`src/rtl/cpic_pkg.sv`:
```
// ----------------------------------------------------------------------------
// cpic_pkg
// Types and constants shared by the circle clamp core and its cells.
// ----------------------------------------------------------------------------
`default_nettype none

package cpic_pkg;

  localparam int unsigned PosW    = 24;
  localparam int unsigned RadW    = 23;
  localparam int unsigned RootW   = 32;   // floor(sqrt(S * 2^14)) < 2^32
  localparam int unsigned RadicW  = 64;
  localparam int unsigned RemW    = 34;
  localparam int unsigned NumW    = 55;   // (|d| * |limit|) << 7, plus rounding half
  localparam int unsigned QuoW    = 26;   // larger quotients saturate anyway
  localparam int unsigned CmpW    = RootW + QuoW;
  localparam int unsigned ExtraBits = 7;

  typedef enum logic [1:0] {
    REG_CENTER_X = 2'd0,
    REG_CENTER_Z = 2'd1,
    REG_ARENA_R  = 2'd2
  } reg_idx_e;

  // carried alongside the square root cells
  typedef struct packed {
    logic [PosW-1:0] py;
    logic [PosW-1:0] px;
    logic [PosW-1:0] pz;
    logic            clamp;
    logic            negx;
    logic            negz;
    logic [NumW-1:0] nx;
    logic [NumW-1:0] nz;
  } sqrt_side_t;

  // carried alongside the divider cells
  typedef struct packed {
    logic [PosW-1:0] py;
    logic [PosW-1:0] px;
    logic [PosW-1:0] pz;
    logic            clamp;
    logic            negx;
    logic            negz;
    logic            ovfx;
    logic            ovfz;
  } div_side_t;

endpackage

`default_nettype wire

```
`src/rtl/cpic_div_cell.sv`:
```
// ----------------------------------------------------------------------------
// cpic_div_cell
// One quotient bit for both axes of the restoring divider.
// ----------------------------------------------------------------------------
`default_nettype none

module cpic_div_cell #(
  parameter int unsigned BIT = 0
) (
  input  wire                                 clk_i,
  input  wire                                 en_i,
  input  wire  logic [cpic_pkg::RootW-1:0]    r_i,
  input  wire  logic [cpic_pkg::NumW-1:0]     remx_i,
  input  wire  logic [cpic_pkg::NumW-1:0]     remz_i,
  input  wire  logic [cpic_pkg::QuoW-1:0]     qx_i,
  input  wire  logic [cpic_pkg::QuoW-1:0]     qz_i,
  input  wire  cpic_pkg::div_side_t           side_i,
  output logic [cpic_pkg::RootW-1:0]          r_o,
  output logic [cpic_pkg::NumW-1:0]           remx_o,
  output logic [cpic_pkg::NumW-1:0]           remz_o,
  output logic [cpic_pkg::QuoW-1:0]           qx_o,
  output logic [cpic_pkg::QuoW-1:0]           qz_o,
  output cpic_pkg::div_side_t                 side_o
);

  localparam int unsigned PadW = cpic_pkg::CmpW - cpic_pkg::NumW;

  logic [cpic_pkg::CmpW-1:0] dsh;
  logic [cpic_pkg::CmpW-1:0] ex;
  logic [cpic_pkg::CmpW-1:0] ez;
  logic                      gex;
  logic                      gez;
  logic [cpic_pkg::CmpW-1:0] sx;
  logic [cpic_pkg::CmpW-1:0] sz;
  logic [cpic_pkg::QuoW-1:0] qxn;
  logic [cpic_pkg::QuoW-1:0] qzn;

  always_comb begin
    dsh = {{cpic_pkg::QuoW{1'b0}}, r_i} << BIT;
    ex  = {{PadW{1'b0}}, remx_i};
    ez  = {{PadW{1'b0}}, remz_i};
    gex = (ex >= dsh);
    gez = (ez >= dsh);
    sx  = ex - dsh;
    sz  = ez - dsh;
    qxn = qx_i;
    qzn = qz_i;
    qxn[BIT] = gex;
    qzn[BIT] = gez;
  end

  always_ff @(posedge clk_i) begin
    if (en_i) begin
      r_o         <= r_i;
      remx_o      <= gex ? sx[cpic_pkg::NumW-1:0] : remx_i;
      remz_o      <= gez ? sz[cpic_pkg::NumW-1:0] : remz_i;
      qx_o        <= qxn;
      qz_o        <= qzn;
      side_o      <= side_i;
    end
  end

endmodule

`default_nettype wire

```
`config.mk`:
```
export PLATFORM = sky130hd
export DESIGN_NAME = cpic_div_cell
export DESIGN_NICKNAME = d
export VERILOG_FILES = /design/src/rtl/cpic_pkg.sv /design/src/rtl/cpic_div_cell.sv
export SDC_FILE = /design/constraint.sdc
export NUM_CORES = 1
export LEC_CHECK = 0
export ABC_AREA = 0
export BUFFER_PORTS_ARGS = -buffer_cell sky130_fd_sc_hd__buf_4
export CORE_AREA = 2 2 213 215
export DETAILED_ROUTE_END_ITERATION = 12
export DIE_AREA = 0 0 215 217
export SYNTH_ARGS = -nofsm -noshare
export SYNTH_HDL_FRONTEND = slang
export SYNTH_SLANG_ARGS = --single-unit
```
`constraint.sdc`:
```
create_clock -name clk_i -period 9 [get_ports clk_i]
set_clock_uncertainty 0.2 [all_clocks]
set_input_delay 0.9 -clock clk_i [delete_from_list [all_inputs] [get_ports clk_i]]
set_output_delay 0.9 -clock clk_i [all_outputs]
set_load 0.005 [all_outputs]
```
; Yosys cells after proc, flatten, opt, wreduce, memory -nomap -nowiden
; Index checks and enable logic that the tools add are counted.
[op_classes]
add_sub_neg = 2
muxes = 2
magnitude_cmp = 2
[ops]
columns = cell, count
row1 = >= comparator 55 x 32 -> 1 bit, 2
row2 = two-way mux 55 bit, 2
row3 = subtractor 55 x 32 -> 55 bit, 2
[word_totals]
word_cells = 19
register_bits = 271

; Depth between registers and ports, before layout
[logic_depth]
depth_word = 2
mapped_depth = 15

; Least setup slack after synthesis
; No wires, ideal clock.
[synth_path]
kind = in2reg
startpoint = input port r_i[1] in the netlist's numbering
endpoint = register remx_o[54] in the netlist's numbering, data pin
t_arrival_ns = 3.595
cell_stages = 12
setup_slack_ns = 4.948
t_required_ns = 8.542
cell_sequence = inv_1 -> ha_1 -> nor2b_1 -> o31a_1 -> o21a_1 -> o21ai_0 -> a2111oi_0 -> o2111ai_1 -> nor2b_1 -> buf_2 -> or4_1 -> xnor2_1
[synth_between]
elab_chain_len = 2
elab_cells_between_ends = 3
[synth_rtl]
columns = item, line_no
row1 = from (decl), cpic_div_cell.sv:12  ; input wire logic [cpic_pkg::RootW-1:0] r_i,
row2 = subtractor 55 x 32 -> 55 bit or >= comparator 55 x 32 -> 1 bit (tied branches), "cpic_div_cell.sv:44, cpic_div_cell.sv:42"
row3 = two-way mux 55 bit *, cpic_div_cell.sv:55  ; remx_o <= gex ? sx[cpic_pkg::NumW-1:0] : remx_i;
row4 = to (signal assigned), cpic_div_cell.sv:55
row5 = to (decl), cpic_div_cell.sv:19  ; output logic [cpic_pkg::NumW-1:0] remx_o,
; Every way passes the cells marked *; elsewhere a longest branch is shown, timed or not.
; A chain may end at the register's enable or synchronous reset.

; Final worst setup path
[layout_path]
startpoint = input port r_i[31] in the netlist's numbering
endpoint = register remz_o[40] in the netlist's numbering, data pin
[layout_between]
elab_chain_len = 2
elab_cells_between_ends = 3
[layout_rtl]
columns = item, line_no
row1 = subtractor 55 x 32 -> 55 bit or >= comparator 55 x 32 -> 1 bit (tied branches), "cpic_div_cell.sv:45, cpic_div_cell.sv:43"
row2 = two-way mux 55 bit *, cpic_div_cell.sv:56  ; remz_o <= gez ? sz[cpic_pkg::NumW-1:0] : remz_i;
row3 = to (signal assigned), cpic_div_cell.sv:56
row4 = to (decl), cpic_div_cell.sv:20  ; output logic [cpic_pkg::NumW-1:0] remz_o,
; Marked as above.

==> results.md <==
- Initial antenna violation count: 11
- Top_reg_cell synth: edfxtp_1
- Syn Area/Cell: 11.90 um2
- Syn_nets: 1504
- Clock H-tree levels: 1
- Final Wtd Congestion: 0.9269
- Largest stage delay, worst path: 830 ps
- #FFs+latches synth: 271
- Net switching power: 0.0009445 W
- Cell Chain, Critical Path: buf_4, inv_1, ha_1, nand4_1, nor4_1, nand4_1, nor3_1, nor3_2, o21ai_4, buf_4, o21ai_0, o41ai_1, nand2_1
- Clock Sinks: 271
- Root Driver: clkbuf_16
- Tightest Pin Transition: 1011 ps
- Global-route wire length before repair: 71.10 mm
- Clock group share of total power: 36.1%
- Commonest non-fill, non-tap cell in the layout: buf_4
- Yosys cell types: 63
- Antenna-violating nets left: 0
- Worst slew margin: 31.99%
- Post-synth EDFFs: 271
- PortBufs: 541
- Initial DRC Count: 797
- CP max-delay cell: nor4_1
- Die Height: 217 um
- Final Cycle Share: 53.45%
- Die W: 215 um
- Status: completed
- RSZ-0062 raised after global routing: no
- Fillcell total: 4239
- Via density: 4.964
- Total gr overflow: 0
- CP Max Fanout: 63
- Crit end category: flip-flop
- Async set-reset flop share out of synthesis: 0%
- Switch share: 26.00%
- Vias in the first global route: 11170
- Total routed wirelength: 49.73 mm
- Final core utilization: 43.72%
- HP Start: side_i[28]
- DP Wirelength: 39.63 mm
- Final setup violating endpoints: 0
- Synth Warn #: 0
- Cell Int Power: 0.002689 W
- Starting Density: 31.00%
- Clock Path Buffers: 3
- Area of the core: 44700 um2
- Resize count post-CTS: 0
- Min-Delay Path Depth: 1
- HP Class: in -> reg
- Clock transition at path regs: 60 ps
- Share of post-route cells with drive strength above 1: 36.16%
- Hold Path Sink: side_o[28]$_DFFE_PP_
- Final #Nets: 2034
- Final slew viol count: 0
- CP arrival: 4920 ps
- Via Count: 11530
- Total Neg Setup Slack: 0 ps
- Worst VDD drop: 0.0001569 V
- Row count: 78
- Die area: 46660 um2
- Max Clk Rate: 0.2079 GHz
- P&R area growth vs syn: 41.03%
- Crit Path Category: in -> reg
- Combinational fraction of design power: 20.3%
- Total GRT Usage: 20.10%
- Hold Buf Count CTS: 0
- Sequential power share: 43.6%
- WL per Instance: 21.41 um
- CTS Buf Count: 31
- Postcts setup bufs: 0
- CP startpoint kind: input port
- Io pins: 544
- Min Tclk post-route: 4810 ps
- Final Hold Viols: 0
- Most frequent cells in the layout: buf_4, edfxtp_1, a21oi_1
- Post-Synthesis Cells: 1165
- Seq. cell area: 8138 um2
- Pwr dens: 185.9 nW/um2
- Post-synthesis sequential area ratio: 58.72%
- LEAKAGE: 8.073 nW
- Post-Syn Area: 13860 um2
- First-pass DRT Iterations: 6
- Largest net degree at the start of global routing: 175
- TritonCTS clock tree: built
- Multi-input gate area: 5314 um2
- Max Cap Viol: 0
- Worst EP required: 9110 ps
- Drt drc: 0
-- routing by layer --
metal | track usage (%) | vias up | share of wire, %
li1 | - | 5460 | -
met1 | 23.27 | 5485 | 38
met4 | 6.391 | 16 | 2.7
met2 | 34.26 | 482 | 49
met3 | 7.841 | 88 | 11
met5 | 0 | - | 0.21
-- state kept, by name, indices dropped and copies added (netlist names) --
name / cells
r_o: 32
remz_o: 55
side_o: 77
qz_o: 26
qx_o: 26
remx_o: 55
-- synth_stat cells, types with 7 or more instances --
master	n	share of area [%]
a21o_1	25	1.4
a21oi_1	124	4.5
buf_6	7	0.57
clkbuf_1	36	0.98
edfxtp_1	271	59
ha_1	64	5.8
inv_1	45	1.2
mux2_4	8	0.87
nand2_1	64	1.7
nand2b_1	9	0.41
nand3_1	21	0.76
nand4_1	37	1.7
nor2_1	100	2.7
nor2b_1	7	0.32
nor3_1	32	1.2
nor4_1	18	0.81
o211ai_1	7	0.38
o21a_1	13	0.70
o21ai_0	47	1.7
o21bai_1	18	0.98
or2_2	8	0.36
or3_1	9	0.41
or4_1	9	0.49
xnor2_1	65	4.1
xor2_1	38	2.4
-- through the flow --
step           power (W)  hold WS (ps)  area [um2]  cells  setup WS, ps
2_1_floorplan   0.001908         798.9       13860   1165          4948
3_3_place_gp    0.002346         878.5       18490   2262          3882
3_5_place_dp    0.002352         879.3       18490   2262          3803
4_1_cts         0.003680         248.5       19540   2320          4408
5_1_grt         0.003791         249.2       19540   2322          3755
6_report        0.003633         287.2       19540   2323          4190
-- worst max path at each step --
stage | startpoint | to | slack [ps] | depth (start not counted)
global route | r_i[31] | remz_o[40]$_DFFE_PP_ | 3760 | 13
global placement | r_i[31] | remz_o[40]$_DFFE_PP_ | 3880 | 13
finish | r_i[31] | remz_o[40]$_DFFE_PP_ | 4190 | 13
floorplan | r_i[1] | remx_o[54]$_DFFE_PP_ | 4950 | 12
detailed placement | r_i[31] | remz_o[40]$_DFFE_PP_ | 3800 | 13
CTS | r_i[31] | remz_o[40]$_DFFE_PP_ | 4410 | 13
-- power groups by stage --
| stage | Combinational, W | Clock, W | Sequential, W |
|---|---|---|---|
| 2_1_floorplan | 0.000287 | 0 | 0.00162 |
| 3_3_place_gp | 0.000738 | 0 | 0.00161 |
| 3_5_place_dp | 0.000741 | 0 | 0.00161 |
| 4_1_cts | 0.000745 | 0.00135 | 0.00159 |
| 5_1_grt | 0.000801 | 0.00139 | 0.00160 |
| 6_report | 0.000737 | 0.00131 | 0.00158 |
-- layout make-up --
cell class                 instances  area share (%)
clock inverter                    22           1.268
inverter                          46          0.8835
clock buffer                      36           4.065
antenna                            3         0.03841
tap                              600           3.841
multi-input combinational        799           27.19
sequential                       271           41.64
timing repair buffer             546           21.08
-- logic make-up (layout without fill, tap and decap cells) --
family,Yosys count,in the layout,synth area share (%)
buf+inv,95,650,3.007
simple gates,342,342,12.51
xor+xnor,103,103,6.510
fa+ha+maj,66,66,6.067
mux,8,8,0.8668
compound gates,280,280,12.32
other cells,0,3,0
flops,271,271,58.72
-- critical path: cells and delay by family --
family          cells  cell delay, ps
simple gates        6            2070
buf+inv             3             830
compound gates      3             580
fa+ha+maj           1             540
(Power assumes the default switching activity.)
