### src/rtl/cpic_pkg.sv
// ----------------------------------------------------------------------------
// cpic_pkg
// Types and constants shared by the circle clamp core and its cells.
// ----------------------------------------------------------------------------
`default_nettype none

package cpic_pkg;

  localparam int unsigned PosW    = 24;
  localparam int unsigned RadW    = 23;
  localparam int unsigned RootW   = 32;   // floor(sqrt(S * 2^14)) < 2^32
  localparam int unsigned RadicW  = 64;
  localparam int unsigned RemW    = 34;
  localparam int unsigned NumW    = 55;   // (|d| * |limit|) << 7, plus rounding half
  localparam int unsigned QuoW    = 26;   // larger quotients saturate anyway
  localparam int unsigned CmpW    = RootW + QuoW;
  localparam int unsigned ExtraBits = 7;

  typedef enum logic [1:0] {
    REG_CENTER_X = 2'd0,
    REG_CENTER_Z = 2'd1,
    REG_ARENA_R  = 2'd2
  } reg_idx_e;

  // carried alongside the square root cells
  typedef struct packed {
    logic [PosW-1:0] py;
    logic [PosW-1:0] px;
    logic [PosW-1:0] pz;
    logic            clamp;
    logic            negx;
    logic            negz;
    logic [NumW-1:0] nx;
    logic [NumW-1:0] nz;
  } sqrt_side_t;

  // carried alongside the divider cells
  typedef struct packed {
    logic [PosW-1:0] py;
    logic [PosW-1:0] px;
    logic [PosW-1:0] pz;
    logic            clamp;
    logic            negx;
    logic            negz;
    logic            ovfx;
    logic            ovfz;
  } div_side_t;

endpackage

`default_nettype wire

### src/rtl/cpic_sqrt_cell.sv
// ----------------------------------------------------------------------------
// cpic_sqrt_cell
// One root digit of the restoring square root; passes data on each cycle that en_i is high.
// ----------------------------------------------------------------------------
`default_nettype none

module cpic_sqrt_cell (
  input  wire                                 clk_i,
  input  wire                                 en_i,
  input  wire  logic [cpic_pkg::RadicW-1:0]   rad_i,
  input  wire  logic [cpic_pkg::RemW-1:0]     rem_i,
  input  wire  logic [cpic_pkg::RootW-1:0]    root_i,
  input  wire  cpic_pkg::sqrt_side_t          side_i,
  output logic [cpic_pkg::RadicW-1:0]         rad_o,
  output logic [cpic_pkg::RemW-1:0]           rem_o,
  output logic [cpic_pkg::RootW-1:0]          root_o,
  output cpic_pkg::sqrt_side_t                side_o
);

  logic [cpic_pkg::RemW+1:0] cur;
  logic [cpic_pkg::RemW+1:0] trial;
  logic                      ge;
  logic [cpic_pkg::RemW+1:0] diff;

  always_comb begin
    cur   = {rem_i, rad_i[cpic_pkg::RadicW-1 -: 2]};
    trial = {2'b00, root_i, 2'b01};
    ge    = (cur >= trial);
    diff  = cur - trial;
  end

  always_ff @(posedge clk_i) begin
    if (en_i) begin
      rad_o  <= {rad_i[cpic_pkg::RadicW-3:0], 2'b00};
      rem_o  <= ge ? diff[cpic_pkg::RemW-1:0] : cur[cpic_pkg::RemW-1:0];
      root_o <= {root_i[cpic_pkg::RootW-2:0], ge};
      side_o <= side_i;
    end
  end

endmodule

`default_nettype wire

### config.mk
export PLATFORM = sky130hd
export DESIGN_NAME = cpic_sqrt_cell
export DESIGN_NICKNAME = d
export VERILOG_FILES = /design/src/rtl/cpic_pkg.sv /design/src/rtl/cpic_sqrt_cell.sv
export SDC_FILE = /design/constraint.sdc
export NUM_CORES = 1
export LEC_CHECK = 0
export ABC_AREA = 1
export CAP_MARGIN = 5
export CORE_AREA = 2 2 248 250
export CTS_BUF_LIST = sky130_fd_sc_hd__clkbuf_8
export DETAILED_ROUTE_END_ITERATION = 12
export DIE_AREA = 0 0 250 252
export DONT_BUFFER_PORTS = 1
export PLACE_DENSITY = 0.45
export SYNTH_ARGS = -nofsm -noshare
export SYNTH_HDL_FRONTEND = slang
export SYNTH_SLANG_ARGS = --single-unit
### constraint.sdc
create_clock -name clk_i -period 6.2 [get_ports clk_i]
set_input_delay 1.86 -clock clk_i [delete_from_list [all_inputs] [get_ports clk_i]]
set_output_delay 1.86 -clock clk_i [all_outputs]
set_load 0.02 [all_outputs]
# [Word-level counts from Yosys, hierarchy flattened]
# Cells that the tools add are included.
[op_classes] div=0 eq_ne=0 muxes=1 n_mul=0 n_reduce_logical=0 n_lt_le_gt_ge=1 add_sub_neg=1 shift=0 n_bitwise=0
[ops] cell="$ge A36 B34 Y1" count=1
[ops] cell="$mux W34" count=1
[ops] cell="$sub A34 B34 Y34" count=1
[totals] latch_bits=0 register_bits=313 input_bits=317 output_inout_bits=315 memories=0 mem_bits_ro=0 mem_bits_rw=0

# [Logic depth before layout (Yosys ltp)]
# Gate-level depths: netlist of run 1.
[logic_depth] word_depth=2 ltp_mapped=16 depth_no_buf=15

# [Least setup slack after synthesis of run 1]
# Ideal clock, no wire load.
[synth_timing] path_type="input port to flip-flop" from="input root_i[13] (netlist bit)" to="register rem_o[25] (netlist bit) (data pin)" setup_time_ps=253 t_arrival_ps=3243 t_required_ps=5947 path_stages=15 setup_slack_ps=2704 path_buffers=1 path_cell_list="inv_1 ha_1 nand2_1 inv_1 nand2_1 nand2_1 nand2_1 nand2_1 a21oi_1 nand2_1 nand2_1 nand2_4 buf_4 nand3_1 nand2_1"
[synth_via] elab_chain_cells=2 elab_cells_between_ends=3 classes_between="add/sub: 1; order compare: 1; mux: 1"
[synth_lines] element="start, declared" line_no="cpic_sqrt_cell.sv:12" rtl="input wire logic [cpic_pkg::RootW-1:0] root_i,"
[synth_lines] element="$sub A34 B34 Y34 or $ge A36 B34 Y1 (tied branches)" line_no="cpic_sqrt_cell.sv:29, cpic_sqrt_cell.sv:28"
[synth_lines] element="$mux W34 (*)" line_no="cpic_sqrt_cell.sv:35" rtl="rem_o <= ge ? diff[cpic_pkg::RemW-1:0] : cur[cpic_pkg::RemW-1:0];"
[synth_lines] element="end signal, assigned" line_no="cpic_sqrt_cell.sv:35"
[synth_lines] element="end, declared" line_no="cpic_sqrt_cell.sv:15" rtl="output logic [cpic_pkg::RemW-1:0] rem_o,"
# Every way passes the cells marked *; elsewhere a longest branch is shown, timed or not.
# A chain may end at the register's enable or synchronous reset.

# [Worst setup path after layout of run 1]
[layout_timing] from="input root_i[12] (netlist bit)" to="register rem_o[20] (netlist bit) (data pin)"
# Same word-level chain as after synthesis.

==> results, run 1 <==
- The hold slack is 1.320 ns.
- The count of input and output buffers is 0.
- For this run the aggregate overflow at the end of global routing stands at 0.
- The number of clock buffers added by TritonCTS is 57.
- By area, the combinational part of the netlist is dominated by simple AND/OR/NAND/NOR gates.
- The actual slew at the worst max-slew pin is 0.6562 ns.
- The async set-reset flop share out of synthesis is 0.
- The share of the Yosys chip area taken by registers is 0.7547.
- By area the synthesized netlist is led by edfxtp_1, nand2_1, inv_1.
- The number of nets at the end of the flow is 1363.
- The pre-antenna-repair detailed-routing pass consisted of 5 iterations.
- In the finished design, the share of the clock period the worst path needs comes to 0.6043.
- The Yosys step of the flow raised 0 warnings.
- In this design, the stage delay of the slowest critical-path cell is 0.45 ns.
- The clock transition time at the flip-flop clock pins of the worst setup and hold paths is 0.07 ns.
- After synthesis the netlist holds a flip-flop and latch count of 313.
- The cell type with the largest total area after synthesis is edfxtp_1.
- The total area inside the core boundary comes to 60130 sq um.
- The initial antenna violation count came to 26.
- The first global-routing pass estimated 68290 microns of wire.
- The number of setup buffers added after CTS is 0.
- Synthesis instantiated 25 different standard cells from the library.
- After synthesis the cells add up to 12450 sq um.
- The combinational share of power is 0.058.
- The max-slew violation count is 0.
- The die area is 63000 sq um.
- The kind of start point of the critical path is a primary input.
- In this run, the number of DRC markers left after iteration 0 of detailed routing was 496.
- The number of levels the H-tree was split into is 2.
- The average instance area after synthesis is 12.97 sq um.
- In the final layout, the share of cells above drive strength 1 is 0.08815.
- Across every metal layer, demand over resource in global routing totals 0.1595.
- For this design the total switching power over the nets is 1.517 mW.
- The worst setup path is captured at a flip-flop.
- The area share of xor/xnor cells in the synthesized design is 0.01266.
- The number of setup violations in the final report is 0.
- Traced cell by cell, the critical path runs through inv_1 > ha_1 > nand2_1 > inv_1 > nand2_1 > nand2_1 > nand2_1 > nand2_1 > a21oi_1 > nand2_1 > nand2_1 > nand2_4 > inv_4 > nand2_1 > nand2_1.
- Measured against its own limit, the worst slew margin works out to 0.5625.
- The cell count after placement is 1735.
- Max-cap violations in this run came to 0.
- The routability congestion estimate from global placement is 0.8604.
- The overall routed net length is 52830 microns.
- For this run, design rule violations remaining after detail routing come to 0.
- Static timing analysis puts the maximum clock frequency at 266.9 MHz.
- The leakage component of the power is 5.707 nW.
- The library cells used most frequently in the layout, excluding fill and tap cells, are edfxtp_1, nand2_1, inv_1.
- The number of standard cells in the final layout excluding fillers is 1843.
- The initial utilization of the core area, before any placement, comes to 0.2071.
- Measured along the y axis, the die boundary spans 252 microns.
- From left edge to right edge, the die measures 250 microns.
- Once the clock tree was built, the resizer swapped 0 gates to a different size.
- The number of cells produced by synthesis is 960.
- Of the post-synthesis cell area, the dominant cell type holds 0.7547.
- The arrival time at the worst endpoint is 4.23 ns.
- The worst path required time is 6.69 ns.
- The number of rows created at floorplan is 90.
- The number of endpoints with negative hold slack in the final report is 0.
- The area added between synthesis and finish is 16.41%.
- The total half-perimeter wirelength after legalization and detailed placement is 41850 microns.
- The via count of the first global-routing pass is 7609.
- VDD sags by at most 120.7 uV.
- The sequential share of power is 0.564.
- The highest net fanout along the worst path is 37.
- The depth of the worst hold-timing path is 0.
- The worst setup path is of the primary input to flip-flop kind.
- The slowest library cell on the worst path is inv_4.
- The switching power share of the total is 0.2904.
- Leaving out fill and tap cells, the most frequent cell in the layout is edfxtp_1.
- For this design the top-level I/O count stands at 632.
- The cell at the root of the clock tree is clkbuf_8.
- For the final routed database, the setup TNS stands at 0 ns.
- The average wire length per cell after detail routing is 28.67 microns.
- The largest net degree at the start of global routing is 314.
- The power consumption is 5.223 mW.
- The internal power is 3.706 mW.
- After synthesis, the share of cell area in mux cells is 0.
- The compound-cell area share of the yosys netlist came to 0.01778.
- The flip-flop cell with the highest count after synthesis is edfxtp_1.
- The count of hold buffers inserted by post-cts repair is 0.
- Detailed routing inserted a total of 7533 vias.
- The run finished with clean final reports.
- Of the total synthesized cell area, the portion taken by full adders, half adders and majority gates is 0.03416.
- The CTS tree is yes.
- The number of enable flip-flop cells after synthesis is 313.
- Of the total synthesized cell area, the portion taken by AND, OR, NAND and NOR gates is 0.1322.
- The most common cell type on the critical path is nand2_1.
- For the finished layout, the period the worst path requires is 3.746 ns.
- The instance area at placement is 13360 sq um.
- The clock passes through at most 3 buffers.
- Once detail routing completed, the nets flagged for antenna violations numbered 0.
- The final standard cell area without fillers is 14500 sq um.
- Setup repair after global routing left no endpoint under its margin.
- The clock net sink count is 313.
- The worst hold path belongs to the class primary input to flip-flop.
- Using the TritonRoute via totals, the vias-per-cell ratio works out to 4.087.
- In this run the power density over the cells is 360.3 nW/um^2.
- The share of power burned in the clock network is 0.377.
==> kinds of logic (layout without fill, tap and decap cells) <==
logic type | after synthesis | count (layout)
AOI/OAI and AO/OA | 42 | 42
xor gates and xnor gates | 18 | 18
buffers and inverters | 148 | 242
DFF | 313 | 313
and+or+nand+nor | 404 | 404
adders and majority gates | 34 | 34
other | 1 | 8
==> path summary, 6_finish.rpt <==
check / endpoint / slack [ns] / from
worst min-delay path: side_o[97] / 1.32 / side_i[97]
worst max-delay path: rem_o[20] / 2.45 / root_i[12]
==> flip-flops by register name, indices dropped and copies added (netlist names) <==
| name | flops |
|---|---|
| rad_o | 62 |
| rem_o | 34 |
| root_o | 32 |
| side_o | 185 |
==> power groups by stage <==
stage,Combinational [mW],Clock (mW),Sequential (mW)
3_5_place_dp,0.309,0,3.00
3_3_place_gp,0.307,0,3.01
2_1_floorplan,0.228,0,2.88
6_report,0.305,1.97,2.95
5_1_grt,0.352,2.15,2.96
4_1_cts,0.310,2.06,2.96
==> layer usage <==
| layer | wire length (microns) | track usage |
|---|---|---|
| met5 | 78 | 0 |
| met4 | 1762 | 0.05047 |
| met3 | 6143 | 0.08140 |
| met2 | 27590 | 0.2915 |
| met1 | 17260 | 0.1556 |
==> cell usage after synthesis, types with 2 or more instances <==
cell and number:
xnor2_1 3, and2_1 3, nand3b_1 4, nand4_1 6, nor3_1 3, buf_4 5, nand2_2 2, inv_1 139
nand3_1 38, nand2_1 288, xor2_1 15, nor2_1 49, o21ai_0 13, buf_6 3, ha_1 34, nor2_2 8
o21bai_1 3, a21oi_1 25, edfxtp_1 313
==> layout make-up <==
type,count,area (sq um)
inverter,140,528.0
sequential,313,9399
antenna,6,15.01
tap,782,978.4
multi-input combinational,500,2459
clock inverter,44,319.1
fill,6380,45640
clock buffer,58,798.3
==> critical path: cells and delay by family <==
kind | cells | cell delay (ns)
and+or+nand+nor | 10 | 1.24
adders and majority gates | 1 | 0.33
buffers and inverters | 3 | 0.55
AOI/OAI and AO/OA | 1 | 0.24
==> through the flow <==
| stage | utilization | setup WS, ns |
|---|---|---|
| after global routing | 0.2409 | 2.234 |
| after global placement | 0.2222 | 1.711 |
| final | 0.2411 | 2.454 |
| after detailed placement | 0.2222 | 1.678 |
| after CTS | 0.2408 | 2.394 |
| after floorplan | - | 2.704 |
(Power assumes the default switching activity.)
==> run 2, diff against run 1 <==
clock period = 3.6 ns   (was 6.2 ns; I/O delays follow)
==> results, run 2 (same netlist as run 1, synthesis figures left out) <==
- The run finished with clean final reports.
- The clock net sink count is 313 (unchanged).
- The die boundary height is 252 microns (unchanged).
- The final standard cell utilization of the core is 0.2424 (+0.001311).
- The number of fill cells in the layout is 6331 (-0.77%).
- The arrival time at the worst endpoint is 3.03 ns (-1.20 ns).
- The leakage component of the power is 5.775 nW (+1.2%).
- The area of the core is 60130 sq um (unchanged).
- The count of input and output buffers is 0 (unchanged).
- Ranked by flip-flop count, first place goes to side_o.
- The number of cells upsized or downsized after cts is 0 (unchanged).
- The average wire length per cell after detail routing is 28.23 microns (-1.5%).
- The highest net fanout along the worst path is 17 (-54%).
- The number of endpoints with negative hold slack in the final report is 0 (unchanged).
- The library cells used most frequently in the layout, excluding fill and tap cells, are edfxtp_1, nand2_1, inv_1.
- The cell at the root of the clock tree is clkbuf_8.
- The clock transition time at the flip-flop clock pins of the worst setup and hold paths is 0.07 ns (about the same).
- The kind of start point of the critical path is a primary input.
- The width of the die came to 250 microns (unchanged).
- The first-pass GRT wire length came to 67520 microns (-1.1%).
- The number of nets at the end of the flow is 1368 (+0.37%).
- In this run the worst hold path is classified as primary input to flip-flop.
- The number of rows created at floorplan is 90 (unchanged).
- The number of top-level pins was 632 (unchanged).
- The total half-perimeter wirelength after legalization and detailed placement is 41700 microns (-0.36%).
- The via count of the first global-routing pass was 7554 (-0.72%).
- Compared with the post-synthesis result, the final layout area differs by 17.04%.
- The die area is 63000 sq um (unchanged).
- The ratio of cells with drive above 1 in the final layout is 0.09671 (+0.008562).
- The initial antenna violation count came to 24 (-7.7%).
- The starting density of the core was 0.2071 (unchanged).
- Based on the critical path, the design can be clocked at up to 391.5 MHz.
- The routability congestion estimate from global placement is 0.8671 (+0.78%).
- The leading cell type in the layout, fill and taps excluded is edfxtp_1.
- The maximum resistive drop on vdd was 265.2 uV (+120%).
- The global-route total usage across every layer is 0.1582 (-0.001296).
- The number of max-cap violations came to 0 (unchanged).
- The first-pass detailed-route iteration total came to 5 (unchanged).
- The number of setup buffers added after CTS is 0 (unchanged).
- The actual slew at the worst max-slew pin is 0.5467 ns (-0.1095 ns).
- The overall overflow remaining after global route is 0 (unchanged).
- The hold slack was 0.5407 ns (-0.7790 ns).
- The number of DRC violations after detailed routing is 0 (unchanged).
- The via count normalized by instance count is 4.028 (-1.5%).
- The number of vias after detailed routing is 7463 (-0.93%).
- STA classifies the critical path endpoint as a flip-flop.
- The category of the most critical setup path is primary input to flip-flop.
- Setup repair after global routing left no endpoint under its margin.
- The storage element area is 9399 sq um (unchanged).
- The final worst-path setup slack is 1.046 ns (-1.408 ns).
- The overall routed net length came to 52320 microns (-0.98%).
- The TritonCTS buffer count was 56 (-1.8%).
- The largest net degree at the start of global routing is 314 (unchanged).
- The worst setup slack before clock tree synthesis is 0.4101 ns (-1.267 ns).
- The total negative setup slack is 0 ns (unchanged).
- The count of hold buffers inserted by post-cts repair is 0 (unchanged).
- The ratio of total power to cell area is 618.9 nW/um^2 (+72%).
- The flip-flop count of the largest register after layout came to 185 (unchanged).
- The number of levels the H-tree was split into was 2 (unchanged).
- The multi-input logic area is 2459 sq um (unchanged).
- The relative slew slack is 0.6363 (+0.07378).
- The residual antenna-violating net count after detailed routing is 0 (unchanged).
- The number of setup violations in the final report was 0 (unchanged).
- The final critical delay including setup and external delays is 2.554 ns.
- The maximum clock path buffer count came to 3 (unchanged).
- The power consumption is 9.020 mW (+73%).
- The worst path required time is 4.08 ns (-2.61 ns).
- In the final layout, the registers with the most flip-flops are side_o (185), rad_o (62), rem_o (34).
- The first-iteration detailed-routing DRC count is 543 (+9.5%).
- TritonCTS built the clock tree.
- In the finished design, the share of the clock period the worst path needs comes to 0.7095.
- The max-slew violation count was 0 (unchanged).
run 2: changes by cell type in the layout (fill, tap and decap cells not counted):
cell        previous run  this run
buf_12                 0         1
buf_4                  0         5
clkbuf_8              58        57
clkinv_1              17        10
clkinv_2               9        11
clkinv_4               2         3
clkinvlp_4             4         5
inv_1                146       153
inv_6                  0         1
run 2: worst paths after layout:
path / from / endpoint / depth (start not counted)
min: side_i[114] / side_o[114] / 0
max: root_i[0] / rem_o[19] / 14
run 2: area by class of cell:
cell class,count,area share
diodes,6,0.001030
clock inverters,49,0.02429
clock buffers,57,0.05382
well taps,782,0.06713
flip-flops and latches,313,0.6449
multi-input cells,500,0.1687
repair buffers,6,0.003949
inverters,140,0.03623
run 2: power breakdown:
group	leakage, nW	internal, mW	switching, mW
Sequential	3.06	4.42	0.657
Clock	0.624	1.79	1.62
Combinational	2.09	0.179	0.361
Total	5.77	6.39	2.63
run 2: critical path, cell delays in order:
cell and delay, ns:
inv_1 0.04, ha_1 0.36, nand3_1 0.11, nand3_1 0.19, nand3_1 0.14, nand3_2 0.16, nand2_1 0.13, nand2_1 0.08
nand2_1 0.11, nand2_4 0.07, inv_4 0.20, buf_12 0.19, nand2_1 0.05, nand2_1 0.09
run 2: stage by stage:
stage | std cells | cell area, sq um
2_1_floorplan | 961 | 12460
6_report | 1853 | 14580
3_3_place_gp | 1741 | 13420
4_1_cts | 1847 | 14560
5_1_grt | 1850 | 14570
3_5_place_dp | 1741 | 13420
run 2: per-layer routing:
metal | vias up | wire length (microns) | GRT usage
met5 | - | 86 | 0
met4 | 14 | 2107 | 0.06056
met3 | 106 | 5605 | 0.07531
met2 | 406 | 26610 | 0.2813
met1 | 3577 | 17910 | 0.1602
li1 | 3360 | - | -
